===== src/sv/continued_fraction_convergents_macros.svh =====
// Assertion macros for the continued fraction convergents block.
`ifndef CONTINUED_FRACTION_CONVERGENTS_MACROS_SVH
`define CONTINUED_FRACTION_CONVERGENTS_MACROS_SVH
`ifndef SYNTHESIS
`define CFC_ASSERT_IMPLY(lbl, clk, rst, ante, cons) \
   lbl: assert property (@(posedge clk) disable iff (rst) (ante) |-> (cons)) \
      else $error("cfc assertion failed");
`define CFC_ASSERT_NEXT(lbl, clk, rst, ante, cons) \
   lbl: assert property (@(posedge clk) disable iff (rst) (ante) |=> (cons)) \
      else $error("cfc assertion failed");
`else
`define CFC_ASSERT_IMPLY(lbl, clk, rst, ante, cons)
`define CFC_ASSERT_NEXT(lbl, clk, rst, ante, cons)
`endif
`endif


===== src/sv/cfc_pkg.sv =====
// Shared types and constants for the continued fraction convergents block.
package cfc_pkg;
   localparam int CFC_WIDTH       = 32;
   localparam int CFC_MAX_RESULTS = 48;

   typedef enum logic [1:0] {
      CFC_IDLE,
      CFC_DIV,
      CFC_EMIT
   } cfc_state_type;

   typedef struct packed {
      logic load;
      logic div_step;
      logic emit;
      logic last;
   } cfc_cmd_type;

   typedef struct packed {
      logic rem_zero;
   } cfc_status_type;
endpackage


===== src/sv/cfc_ctrl.sv =====
// Controller: sequences load, divide steps and convergent updates.
`include "continued_fraction_convergents_macros.svh"
module cfc_ctrl #(
   parameter int WIDTH = cfc_pkg::CFC_WIDTH
) (
   input  logic                    clock,
   input  logic                    reset,
   input  logic                    start,
   output logic                    busy,
   input  cfc_pkg::cfc_status_type status,
   output cfc_pkg::cfc_cmd_type    cmd
);
   import cfc_pkg::*;

   localparam int VW = ((WIDTH > 32) ? WIDTH : 32) + 1;
   localparam int CW = $clog2(VW);
   localparam int RW = $clog2(CFC_MAX_RESULTS);

   cfc_state_type   state_ff, state_in;
   logic [CW-1:0]   bit_cnt_ff, bit_cnt_in;
   logic [RW-1:0]   res_cnt_ff, res_cnt_in;
   logic            fin;

   assign fin = status.rem_zero || (res_cnt_ff == RW'(CFC_MAX_RESULTS - 1));

   always_comb begin
      state_in = state_ff;
      case (state_ff)
         CFC_IDLE: begin
            if (start) state_in = CFC_DIV;
         end
         CFC_DIV: begin
            if (bit_cnt_ff == '0) state_in = CFC_EMIT;
         end
         CFC_EMIT: begin
            state_in = fin ? CFC_IDLE : CFC_DIV;
         end
         default: state_in = CFC_IDLE;
      endcase
   end

   always_comb begin
      cmd        = '0;
      busy       = 1'b1;
      bit_cnt_in = bit_cnt_ff;
      res_cnt_in = res_cnt_ff;
      case (state_ff)
         CFC_IDLE: begin
            busy       = 1'b0;
            cmd.load   = start;
            bit_cnt_in = CW'(VW - 1);
            res_cnt_in = '0;
         end
         CFC_DIV: begin
            cmd.div_step = 1'b1;
            bit_cnt_in   = bit_cnt_ff - 1'b1;
         end
         CFC_EMIT: begin
            cmd.emit   = 1'b1;
            cmd.last   = fin;
            bit_cnt_in = CW'(VW - 1);
            res_cnt_in = res_cnt_ff + 1'b1;
         end
         default: begin
            busy = 1'b1;
         end
      endcase
   end

   always_ff @(posedge clock) begin
      if (reset) begin
         state_ff   <= CFC_IDLE;
         bit_cnt_ff <= '0;
         res_cnt_ff <= '0;
      end else begin
         state_ff   <= state_in;
         bit_cnt_ff <= bit_cnt_in;
         res_cnt_ff <= res_cnt_in;
      end
   end

   `CFC_ASSERT_NEXT(a_last_to_idle, clock, reset, cmd.emit && cmd.last, !busy)
   `CFC_ASSERT_NEXT(a_load_to_div, clock, reset, cmd.load, state_ff == CFC_DIV)
   `CFC_ASSERT_IMPLY(a_res_cnt_bound, clock, reset, state_ff == CFC_DIV,
                     res_cnt_ff < RW'(CFC_MAX_RESULTS))
endmodule


===== src/sv/cfc_dp.sv =====
// Datapath: restoring divider with shift-add convergent recurrence and result registers.
`include "continued_fraction_convergents_macros.svh"
module cfc_dp #(
   parameter int WIDTH = cfc_pkg::CFC_WIDTH
) (
   input  logic                    clock,
   input  logic                    reset,
   input  cfc_pkg::cfc_cmd_type    cmd,
   output cfc_pkg::cfc_status_type status,
   input  logic [31:0]             req_numerator,
   input  logic [5:0]              req_exponent,
   output logic                    rsp_valid,
   output logic [32:0]             rsp_quotient,
   output logic [31:0]             rsp_conv_numer,
   output logic [32:0]             rsp_conv_denom,
   output logic                    rsp_candidate,
   output logic                    rsp_last
);
   import cfc_pkg::*;

   localparam int VW = ((WIDTH > 32) ? WIDTH : 32) + 1;
   localparam logic [63:0] XMASK = (64'd1 << WIDTH) - 64'd1;
   localparam logic [5:0]  NMAX  = 6'(WIDTH);

   logic [VW-1:0] a_ff, rem_ff, b_ff, qt_ff, accp_ff, accq_ff;
   logic [VW-1:0] p1_ff, p2_ff, q1_ff, q2_ff, bound_ff;
   logic          valid_ff;
   logic [32:0]   quot_ff, denom_ff;
   logic [31:0]   numer_ff;
   logic          cand_ff, last_ff;

   logic [5:0]    nexp;
   logic [VW:0]   trial;
   logic          qbit;
   logic [VW-1:0] rem_in, pj, qj;

   assign nexp  = (req_exponent > NMAX) ? NMAX : req_exponent;
   assign trial = {rem_ff, a_ff[VW-1]};
   assign qbit  = (trial >= {1'b0, b_ff});
   assign rem_in = qbit ? VW'(trial - {1'b0, b_ff}) : trial[VW-1:0];
   assign pj = accp_ff + p2_ff;
   assign qj = accq_ff + q2_ff;
   assign status.rem_zero = (rem_ff == '0);

   always_ff @(posedge clock) begin
      if (cmd.load) begin
         a_ff     <= VW'(req_numerator & XMASK[31:0]);
         b_ff     <= VW'(1) << nexp;
         bound_ff <= VW'(1) << nexp[5:1];
         rem_ff   <= '0;
         qt_ff    <= '0;
         accp_ff  <= '0;
         accq_ff  <= '0;
         p2_ff    <= '0;
         p1_ff    <= VW'(1);
         q2_ff    <= VW'(1);
         q1_ff    <= '0;
      end else if (cmd.div_step) begin
         a_ff    <= {a_ff[VW-2:0], 1'b0};
         rem_ff  <= rem_in;
         qt_ff   <= {qt_ff[VW-2:0], qbit};
         // Horner form of qt * p(j-1) and qt * q(j-1), one quotient bit per cycle
         accp_ff <= {accp_ff[VW-2:0], 1'b0} + (qbit ? p1_ff : '0);
         accq_ff <= {accq_ff[VW-2:0], 1'b0} + (qbit ? q1_ff : '0);
      end else if (cmd.emit) begin
         a_ff    <= b_ff;
         b_ff    <= rem_ff;
         rem_ff  <= '0;
         qt_ff   <= '0;
         accp_ff <= '0;
         accq_ff <= '0;
         p2_ff   <= p1_ff;
         p1_ff   <= pj;
         q2_ff   <= q1_ff;
         q1_ff   <= qj;
      end
   end

   always_ff @(posedge clock) begin
      if (cmd.emit) begin
         quot_ff  <= qt_ff[32:0];
         numer_ff <= pj[31:0];
         denom_ff <= qj[32:0];
         cand_ff  <= (qj <= bound_ff);
         last_ff  <= cmd.last;
      end
   end

   always_ff @(posedge clock) begin
      if (reset) valid_ff <= 1'b0;
      else       valid_ff <= cmd.emit;
   end

   assign rsp_valid      = valid_ff;
   assign rsp_quotient   = quot_ff;
   assign rsp_conv_numer = numer_ff;
   assign rsp_conv_denom = denom_ff;
   assign rsp_candidate  = cand_ff;
   assign rsp_last       = last_ff;

   `CFC_ASSERT_IMPLY(a_divisor_nonzero, clock, reset, cmd.div_step, b_ff != '0)
   `CFC_ASSERT_IMPLY(a_rem_below_divisor, clock, reset, cmd.div_step, rem_ff < b_ff)
   `CFC_ASSERT_IMPLY(a_denom_nonzero, clock, reset, valid_ff, q1_ff != '0)
endmodule


===== src/sv/continued_fraction_convergents.sv =====
// Top level of the continued fraction convergents block.
// Usage: pulse start with req_numerator (x) and req_exponent (n) while busy is low;
// the item is taken at that edge and busy rises on the next cycle. The block expands
// x / 2^n by Euclid's steps and emits one result per partial quotient: rsp_valid is
// high for exactly one cycle with rsp_quotient, the convergent rsp_conv_numer /
// rsp_conv_denom, rsp_candidate (denominator <= 2^floor(n/2)) and rsp_last on the
// final convergent. n above WIDTH is clamped to WIDTH; x keeps its low WIDTH bits.
// Each Euclid step runs on one shared restoring divider, one quotient bit per cycle,
// followed by a convergent update. The block takes no new item while busy is high,
// and busy stays high until the final convergent update of the item. At most 48
// results are produced per item. The receiver cannot stall: each result
// must be taken in its cycle. Reset (synchronous, active high) returns the
// controller to idle and drops rsp_valid; no item is in flight after it.
module continued_fraction_convergents #(
   parameter int WIDTH = cfc_pkg::CFC_WIDTH
) (
   input  logic        clock,
   input  logic        reset,
   input  logic        start,
   output logic        busy,
   input  logic [31:0] req_numerator,
   input  logic [5:0]  req_exponent,
   output logic        rsp_valid,
   output logic [32:0] rsp_quotient,
   output logic [31:0] rsp_conv_numer,
   output logic [32:0] rsp_conv_denom,
   output logic        rsp_candidate,
   output logic        rsp_last
);
   import cfc_pkg::*;

   cfc_cmd_type    cmd;
   cfc_status_type status;

   cfc_ctrl #(.WIDTH(WIDTH)) u_ctrl (
      .clock  (clock),
      .reset  (reset),
      .start  (start),
      .busy   (busy),
      .status (status),
      .cmd    (cmd)
   );

   cfc_dp #(.WIDTH(WIDTH)) u_dp (
      .clock          (clock),
      .reset          (reset),
      .cmd            (cmd),
      .status         (status),
      .req_numerator  (req_numerator),
      .req_exponent   (req_exponent),
      .rsp_valid      (rsp_valid),
      .rsp_quotient   (rsp_quotient),
      .rsp_conv_numer (rsp_conv_numer),
      .rsp_conv_denom (rsp_conv_denom),
      .rsp_candidate  (rsp_candidate),
      .rsp_last       (rsp_last)
   );
endmodule

===== config.mk =====
export PLATFORM = sky130hd
export DESIGN_NAME = continued_fraction_convergents
export DESIGN_NICKNAME = d
export VERILOG_FILES = /design/src/sv/cfc_pkg.sv /design/src/sv/cfc_ctrl.sv /design/src/sv/cfc_dp.sv /design/src/sv/continued_fraction_convergents.sv
export VERILOG_INCLUDE_DIRS = /design/src /design/src/sv
export SDC_FILE = /design/constraint.sdc
export NUM_CORES = 1
export LEC_CHECK = 0
export BUFFER_PORTS_ARGS = -buffer_cell sky130_fd_sc_hd__clkbuf_2
export CAP_MARGIN = 10
export CORE_MARGIN = 5
export CORE_UTILIZATION = 55
export CTS_BUF_LIST = sky130_fd_sc_hd__clkbuf_16
export DETAILED_ROUTE_END_ITERATION = 8
export GPL_ROUTABILITY_DRIVEN = 0
export PLACE_DENSITY = 0.84
export REMOVE_ABC_BUFFERS = 1
export SLEW_MARGIN = 15
export SYNTH_ARGS = -nofsm -noshare
export SYNTH_HDL_FRONTEND = slang
export SYNTH_SLANG_ARGS = --single-unit

===== constraint.sdc =====
create_clock -name clock -period 10.85 [get_ports clock]
set_input_delay 1.085 -clock clock [delete_from_list [all_inputs] [get_ports clock]]
set_output_delay 1.085 -clock clock [all_outputs]
set_load 0.01 [all_outputs]

==> impl_summary.txt, run 1 <==
----------------------------------------------------
[Run status]
  Outcome ... finished clean

[Floorplanning]
  Placeable core region ... 0.0474 mm2
  Vertical die dimension ... 228 um
  Initial cell density of the core ... 55.1%
  Number of core rows ... 80
  Count of pins on the block boundary ... 143
  DIE AREA ... 0.0520 mm2
  Horizontal die dimension ... 228 um

[Global routing]
  Via count of the first global-routing pass ... 20,856
  Grt ovf ... 0
  Global-route total usage across every layer ... 23.8%
  Global-route wire length before repair ... 105,000 um
  Pin count of the biggest net entering global routing ... 169
  Number of antenna violations at the first check in global routing ... 0

[Critical path]
  Kind of end point of the critical path ... register
  Type of the worst setup path ... reg2reg
  CP arrival ... 6.85 ns
  Critical path endpoint ... u_dp.accq_ff[30]$_SDFFE_PP0P_
  FF-to-FF Start ... u_dp.b_ff[0]$_DFFE_PP_
  Endpoint of the most critical register-to-register path ... u_dp.accq_ff[30]$_SDFFE_PP0P_
  Critical Path Start ... u_dp.b_ff[0]$_DFFE_PP_
  CP Max Fanout ... 61
  R2R cell count ... 21
  Endpoint required time on the critical path ... 11.28 ns
  Flop-to-flop setup slack ... 4.44 ns
  Setup crit start kind ... register

[Clocking]
  Number of buffers inserted for hold repair after clock tree synthesis ... 0
  Worst-path clk slew ... 0.06 ns
  Clk root buf ... sky130_fd_sc_hd__clkbuf_16
  TritonCTS buffer count ... 50
  Buffer depth of the longest clock path ... 3
  Cts repair resizes ... 0
  Number of H-tree levels ... 2
  Clock Latency Late Sink ... 0.59 ns
  Setup Fix Bufs, Post-CTS ... 0
  TritonCTS clock tree ... built
  Clock sink count ... 474

[Pwr]
  Ratio of total power to cell area ... 183 mW/mm2
  Worst ir drop on vdd ... 167 uV
  Leakage Power ... 12.5 nW
  Pwr Total ... 5.34 mW

[Placement]
  Pre-CTS worst setup slack ... 4.72 ns
  Hpwl dp ... 45,500 um
  Total cell area at the placement stage ... 0.0274 mm2
  Cell total after placement ... 3,414
  PortBufs ... 142

[STA]
  Ratio of final minimum period to clock period ... 59.1%
  Relative slew slack ... 22.6%
  Final setup margin ... 4.44 ns
  # setup viols final ... 0
  Layout Skew ... 0.0176 ns
  Hold Worst Slack ... 0.443 ns
  Clock period minus worst slack ... 6.41 ns
  Final Max Slew Viols ... 0
  Transition time at the pin with the least slew margin ... 1.16 ns
  Setup repair after global routing missed its margin ... no
  Final hold viol count ... 0
  Highest clock rate ... 156 MHz

[Cells and area]
  Most common library cell in the layout ignoring fill and taps ... sky130_fd_sc_hd__dfxtp_1
  Final instance area ... 0.0291 mm2
  Nets ... 3,095
  Cell Count, Final, Fillers Out ... 3,508
  Proportion of layout cells with a drive suffix above 1 ... 9.13%
  Diodes inserted ... 0
  Commonest cells after routing, fill and taps aside ... sky130_fd_sc_hd__dfxtp_1 (277), sky130_fd_sc_hd__nand2_1 (262), sky130_fd_sc_hd__nor2_1 (235)
  Layout-stage area growth over the synthesis result ... 11.4%

[Yosys]
  Adder-cell share of the synthesized area ... 9.85%
  Gate count after technology mapping ... 2,741
  Summed instance area of the synthesized netlist ... 0.0262 mm2
  Combinational family with the most area after synthesis ... compound AO/OA/AOI/OAI gates
  Post-synthesis xor/xnor area fraction ... 4.68%
  Count of yosys warnings during synthesis ... 0
  Number of synthesized flops with an enable pin ... 197
  Part of the Yosys area used for sequential elements ... 43.8%
  Mean Syn Cell Area ... 9.55 um2
  Post-synth cell types ... 79
  Post-synth ARST share ... 0%
  FF+latch count, synth ... 474
  Top_reg_cell synth ... sky130_fd_sc_hd__dfxtp_1
  Multiplexer share of the synthesized area ... 6.05%
  Fraction of the mapped netlist area in simple logic gates ... 13.9%
  Compound-gate portion of the synthesized area ... 18.1%

[Worst hold path]
  Class of the worst hold path ... reg2reg
  Launch instance of the worst min-delay path ... u_dp.qt_ff[32]$_SDFFE_PP0P_

[Route]
  Routed wire per std cell ... 18.6 um
  Count of TritonRoute iterations in the first routing pass ... 7
  Antenna-violating nets left ... 0
  DRC viols ... 0
  Number of vias per cell ... 6.10
  Total via count in the routed design ... 21,405
  Number of design-rule violations left by the first detailed-router iteration ... 1,845
  Total wire length ... 65,400 um

[Run]
  Number of maximum-capacitance constraint violations ... 0

----------------------------------------------------
-- power breakdown --
part	internal [mW]	leakage (nW)	switching, mW	total [mW]
Clock	1.04	0.878	0.715	1.76
Sequential	2.19	4.12	0.117	2.30
Combinational	0.392	7.51	0.885	1.28
Total	3.62	12.5	1.72	5.34
-- layout make-up --
| class | count | area (um2) |
|---|---|---|
| repair buffers | 156 | 828 |
| multi-input cells | 2035 | 13900 |
| clock inverters | 38 | 305 |
| fillers | 3751 | 18300 |
| clock buffers | 56 | 1400 |
| well taps | 615 | 769 |
| flip-flops and latches | 474 | 11500 |
| inverters | 134 | 508 |
-- Yosys cell counts, types with 5 or more instances --
cell type                  number  area share [%]
sky130_fd_sc_hd__a31oi_1       15            0.36
sky130_fd_sc_hd__nand2_1      264             3.8
sky130_fd_sc_hd__and3_1        29            0.69
sky130_fd_sc_hd__fa_1           5            0.38
sky130_fd_sc_hd__a31o_2         8            0.27
sky130_fd_sc_hd__xor2_1        51             1.7
sky130_fd_sc_hd__nand2b_1      18            0.43
sky130_fd_sc_hd__nand4_1       25            0.60
sky130_fd_sc_hd__a211o_1        5            0.17
sky130_fd_sc_hd__buf_1         12            0.17
sky130_fd_sc_hd__inv_1        133             1.9
sky130_fd_sc_hd__a21oi_1      178             3.4
sky130_fd_sc_hd__clkbuf_1      95             1.4
sky130_fd_sc_hd__o21ai_0      201             3.8
sky130_fd_sc_hd__buf_2          5           0.096
sky130_fd_sc_hd__a221oi_1       5            0.17
sky130_fd_sc_hd__a21o_1        94             2.7
sky130_fd_sc_hd__xnor2_1       87             2.9
sky130_fd_sc_hd__edfxtp_1     197              23
sky130_fd_sc_hd__or4_1          5            0.14
sky130_fd_sc_hd__a22o_1        40             1.3
sky130_fd_sc_hd__nand3b_1       8            0.23
sky130_fd_sc_hd__o221ai_1       6            0.20
sky130_fd_sc_hd__nor3b_1        8            0.23
sky130_fd_sc_hd__or2_2          5            0.12
sky130_fd_sc_hd__o21bai_1      23            0.66
sky130_fd_sc_hd__ha_1         198             9.5
sky130_fd_sc_hd__a32oi_1        9            0.30
sky130_fd_sc_hd__nor4_1        15            0.36
sky130_fd_sc_hd__a211oi_1      25            0.72
sky130_fd_sc_hd__mux2i_1      157             6.0
sky130_fd_sc_hd__o31ai_1       36             1.0
sky130_fd_sc_hd__nor2b_1       20            0.48
sky130_fd_sc_hd__nor2_1       236             3.4
sky130_fd_sc_hd__dfxtp_1      277              21
sky130_fd_sc_hd__o211ai_1       8            0.23
sky130_fd_sc_hd__nand3_1       30            0.57
sky130_fd_sc_hd__or3_1          9            0.22
sky130_fd_sc_hd__o21a_1        20            0.57
sky130_fd_sc_hd__and2_1        72             1.7
sky130_fd_sc_hd__a21boi_0       8            0.23
sky130_fd_sc_hd__a311oi_1       5            0.17
sky130_fd_sc_hd__nor3_1        31            0.59
-- logic make-up after synthesis --
group                      count (synthesis)
AOI/OAI and AO/OA                        734
xor gates and xnor gates                 139
adders and majority gates                203
buffers and inverters                    246
DFF                                      474
muxes                                    158
other                                      1
and+or+nand+nor                          786
-- registers in the layout (all words and copies together) (netlist names), 6 cells and up --
name / cells
u_dp.a_ff: 33
u_dp.accq_ff: 33
u_dp.b_ff: 33
u_dp.q1_ff: 33
u_dp.q2_ff: 33
u_dp.qt_ff: 33
u_dp.rem_ff: 33
u_dp.rsp_conv_denom: 33
u_dp.rsp_quotient: 33
u_dp.accp_ff: 32
u_dp.bound_ff: 32
u_dp.p1_ff: 32
u_dp.p2_ff: 32
u_dp.rsp_conv_numer: 32
u_ctrl.bit_cnt_ff: 6
u_ctrl.res_cnt_ff: 6
-- how the worst min path moves through the flow --
stage / end / slack [ns] / cells past startpoint
after floorplan: u_dp.rsp_quotient[32]$_DFFE_PP_ / 0.41 / 0
after global placement: u_dp.rsp_quotient[32]$_DFFE_PP_ / 0.42 / 0
after detailed placement: u_dp.rsp_quotient[32]$_DFFE_PP_ / 0.43 / 0
after CTS: u_dp.rsp_quotient[32]$_DFFE_PP_ / 0.44 / 0
after global routing: u_dp.rsp_quotient[32]$_DFFE_PP_ / 0.45 / 0
final: u_dp.rsp_quotient[32]$_DFFE_PP_ / 0.44 / 0
-- critical path, cell delays in order, from the launching register on --
cell	delay, ns
sky130_fd_sc_hd__edfxtp_1	0.40
sky130_fd_sc_hd__ha_1	0.25
sky130_fd_sc_hd__fa_1	0.40
sky130_fd_sc_hd__nand2b_1	0.20
sky130_fd_sc_hd__a211oi_1	0.28
sky130_fd_sc_hd__o21ai_2	0.15
sky130_fd_sc_hd__a211oi_1	0.29
sky130_fd_sc_hd__o2111ai_1	0.26
sky130_fd_sc_hd__nand2_2	0.55
sky130_fd_sc_hd__buf_4	0.65
sky130_fd_sc_hd__nand2_1	0.20
sky130_fd_sc_hd__inv_1	0.09
sky130_fd_sc_hd__ha_1	0.23
sky130_fd_sc_hd__a211oi_1	0.40
sky130_fd_sc_hd__o21ai_0	0.20
sky130_fd_sc_hd__a21oi_1	0.33
sky130_fd_sc_hd__a22oi_1	0.24
sky130_fd_sc_hd__a31oi_1	0.39
sky130_fd_sc_hd__o31ai_1	0.19
sky130_fd_sc_hd__a31oi_1	0.26
sky130_fd_sc_hd__xor2_1	0.18
sky130_fd_sc_hd__o21ai_0	0.09
-- through the flow --
stage | util [%] | TNS [ns]
6_report | 61.4 | 0
5_1_grt | 61.4 | 0
4_1_cts | 61.4 | 0
3_5_place_dp | 57.8 | 0
3_3_place_gp | 57.8 | 0
2_1_floorplan | - | -46.31
-- routing by layer --
| metal | vias to the layer above | wire [um] | track usage (%) |
|---|---|---|---|
| li1 | 10112 | - | - |
| met5 | - | 0 | 0 |
| met2 | 903 | 30500 | 40.0 |
| met3 | 241 | 4370 | 3.95 |
| met4 | 0 | 3300 | 11.6 |
| met1 | 10149 | 27300 | 29.9 |
Note: power is estimated with default switching activity, not from simulation.
==> inputs of run 2 (changes only) <==
Settings changed: ABC_AREA set to 1.
Clock period 10.85 ns to 6.19 ns, I/O delays scaled along.
==> run 2 against run 1 <==
Area after synthesis grew 3.2%. Global-route usage is 3.3 points higher. Worst setup slack lost 3.0 ns. Fmax grew 36%.
==> impl_summary.txt, run 2 <==
----------------------------------------------------
[Cells and area]
  Final instance area ... 0.0300 mm2
  Layout-stage area growth over the synthesis result ... 11.2%
  Nets ... 3,862
  Most common library cell in the layout ignoring fill and taps ... sky130_fd_sc_hd__nand2_1
  Fillcell total ... 4,199
  Cell Count, Final, Fillers Out ... 4,326
  Commonest cells after routing, fill and taps aside ... sky130_fd_sc_hd__nand2_1 (792), sky130_fd_sc_hd__inv_1 (487), sky130_fd_sc_hd__nor2_1 (364)
  Proportion of layout cells with a drive suffix above 1 ... 7.95%
  Utilization after layout ... 61.6%

[Clocking]
  Setup Fix Bufs, Post-CTS ... 0
  TritonCTS clock tree ... built
  Worst-path clk slew ... 0.07 ns
  Clock sink count ... 474
  Buffer depth of the longest clock path ... 3
  Clock Latency Late Sink ... 0.61 ns
  Cts repair resizes ... 0
  Number of H-tree levels ... 2
  TritonCTS buffer count ... 51
  Clk root buf ... sky130_fd_sc_hd__clkbuf_16
  Number of buffers inserted for hold repair after clock tree synthesis ... 0

[Pwr]
  Clock share of power ... 32.3%
  Combinational fraction of design power ... 25.3%
  Sw frac ... 34.9%
  Worst ir drop on vdd ... 316 uV
  Ratio of total power to cell area ... 315 mW/mm2
  Relative contribution of sequential cells to total power ... 42.4%
  Net switching power ... 3.29 mW
  Total internal power ... 6.15 mW
  Leakage Power ... 13.0 nW

[Critical path]
  Type of the worst setup path ... reg2reg
  Endpoint required time on the critical path ... 6.73 ns
  CP arrival ... 5.25 ns
  Category of cells accounting for the largest share of critical-path delay ... buffers and inverters
  Most frequent CP cell ... sky130_fd_sc_hd__nand2_1
  CP Max Fanout ... 42
  Setup crit start kind ... register
  Buffering stage count on the worst path with inverters included ... 6
  Kind of end point of the critical path ... register
  Standard cell with the maximum stage delay on the critical path ... sky130_fd_sc_hd__inv_2
  Worst stage delay on the critical path ... 0.62 ns

[Yosys]
  Most common library cells after synthesis ... sky130_fd_sc_hd__nand2_1 (793), sky130_fd_sc_hd__inv_1 (481), sky130_fd_sc_hd__nor2_1 (369)
  Post-synth ARST share ... 0%
  Most repeated cell in the gate-level netlist after synthesis ... sky130_fd_sc_hd__nand2_1
  FF+latch count, synth ... 474
  Top_reg_cell synth ... sky130_fd_sc_hd__dfxtp_1
  Mean Syn Cell Area ... 7.75 um2
  Post-synth cell types ... 57
  Summed instance area of the synthesized netlist ... 0.0270 mm2
  Count of yosys warnings during synthesis ... 0
  Ranking of synthesized cells by area ... sky130_fd_sc_hd__edfxtp_1 (22%), sky130_fd_sc_hd__dfxtp_1 (21%), sky130_fd_sc_hd__nand2_1 (11%), sky130_fd_sc_hd__ha_1 (9.2%), sky130_fd_sc_hd__inv_1 (6.7%)
  Area leader, netlist ... sky130_fd_sc_hd__edfxtp_1
  Part of the Yosys area used for sequential elements ... 42.4%
  Top-area cell type share of the netlist area ... 21.9%
  Number of synthesized flops with an enable pin ... 197
  Gate count after technology mapping ... 3,483

[Placement]
  Cell total after placement ... 4,229
  PortBufs ... 142
  Hpwl dp ... 54,300 um
  Total cell area at the placement stage ... 0.0284 mm2

[Global routing]
  Pin count of the biggest net entering global routing ... 75
  Global-route wire length before repair ... 120,000 um
  Via count of the first global-routing pass ... 23,382
  Global-route total usage across every layer ... 27.1%
  Grt ovf ... 0
  Number of antenna violations at the first check in global routing ... 1

[Route]
  DRC viols ... 0
  Routed wire per std cell ... 17.3 um
  Length of routed met3 wiring ... 6950 um
  Count of TritonRoute iterations in the first routing pass ... 6
  Antenna-violating nets left ... 0
  Detail Route met2 WL ... 32,900 um
  Total via count in the routed design ... 24,740
  Top sig layer ... met5
  Number of vias per cell ... 5.72
  Number of design-rule violations left by the first detailed-router iteration ... 2,898
  Total wire length ... 74,700 um
  Met1 wire length ... 31,200 um

[STA]
  Relative slew slack ... 34.7%
  Clock period minus worst slack ... 4.72 ns
  Highest clock rate ... 212 MHz
  Ratio of final minimum period to clock period ... 76.2%
  # setup viols final ... 0
  Final hold viol count ... 0
  Final Max Slew Viols ... 0
  Setup repair after global routing missed its margin ... no
  Layout Skew ... 0.0151 ns
  Transition time at the pin with the least slew margin ... 0.980 ns

[Floorplanning]
  DIE AREA ... 0.0536 mm2
  Placeable core region ... 0.0487 mm2
  Count of pins on the block boundary ... 143
  Number of core rows ... 81
  Horizontal die dimension ... 232 um
  Initial cell density of the core ... 55.4%
  Vertical die dimension ... 232 um

[Worst hold path]
  Class of the worst hold path ... in2reg

[Run]
  Number of maximum-capacitance constraint violations ... 0

[Run status]
  Outcome ... finished clean

----------------------------------------------------
## run 2: worst paths after layout
path | endpoint | from | slack (ns) | depth (start not counted)
setup / recovery | u_dp.accq_ff[22]$_SDFFE_PP0P_ | u_dp.b_ff[13]$_DFFE_PP_ | 1.47 | 25
hold / removal | u_ctrl.res_cnt_ff[3]$_SDFFE_PP0N_ | reset | 0.27 | 2
setup reg to reg | u_dp.accq_ff[22]$_SDFFE_PP0P_ | u_dp.b_ff[13]$_DFFE_PP_ | 1.47 | 25
hold reg to reg | u_dp.rsp_quotient[19]$_DFFE_PP_ | u_dp.qt_ff[19]$_SDFFE_PP0P_ | 0.43 | 0
## run 2: worst reg2reg max path: cells and delay by family, from the launching register on
family / cells / cell delay [ns]
simple gates: 10 / 0.83
flops: 1 / 0.35
fa+ha+maj: 2 / 0.72
compound gates: 7 / 1.28
buf+inv: 6 / 1.47
## run 2: metal layers
layer,global-route usage [%],vias to the layer above
li1,-,11906
met1,36.6,11363
met2,43.0,1210
met3,4.97,259
met4,11.6,2
met5,0,-
## run 2: metrics by stage
stage	worst slack (ns)	total power [mW]	hold WS [ns]	TNS [ns]
floorplan	-1.70	5.53	0.408	-284.51
detailed placement	1.61	6.43	0.414	0
global placement	1.81	6.38	0.411	0
CTS	1.55	9.48	0.242	0
finish	1.47	9.44	0.272	0
global route	1.07	9.87	0.262	0
## run 2: power groups by stage
stage	Sequential (mW)	Clock [mW]	Combinational [mW]
2_1_floorplan	4.13	0	1.40
3_3_place_gp	4.05	0	2.32
3_5_place_dp	4.07	0	2.36
4_1_cts	4.01	3.09	2.38
5_1_grt	4.04	3.23	2.60
6_report	4.00	3.05	2.39
## run 2: area by class of cell
class | instances | area, um2 | area share (%)
inverters | 487 | 1830 | 6.10
well taps | 664 | 831 | 2.77
flip-flops and latches | 474 | 11500 | 38.2
diodes | 1 | 2.50 | 0.00833
multi-input cells | 2444 | 13400 | 44.5
clock inverters | 45 | 390 | 1.30
clock buffers | 51 | 1280 | 4.25
repair buffers | 160 | 858 | 2.86
## run 2: cell families (layout without fill, tap and decap cells)
| logic type | Yosys count | after routing | share of synthesized area, % |
|---|---|---|---|
| other cells | 1 | 16 | 0.0139 |
| buf+inv | 579 | 743 | 8.40 |
| compound gates | 758 | 758 | 16.2 |
| flops | 474 | 474 | 42.4 |
| simple gates | 1390 | 1390 | 20.8 |
| xor+xnor | 78 | 78 | 2.53 |
| fa+ha+maj | 203 | 203 | 9.54 |
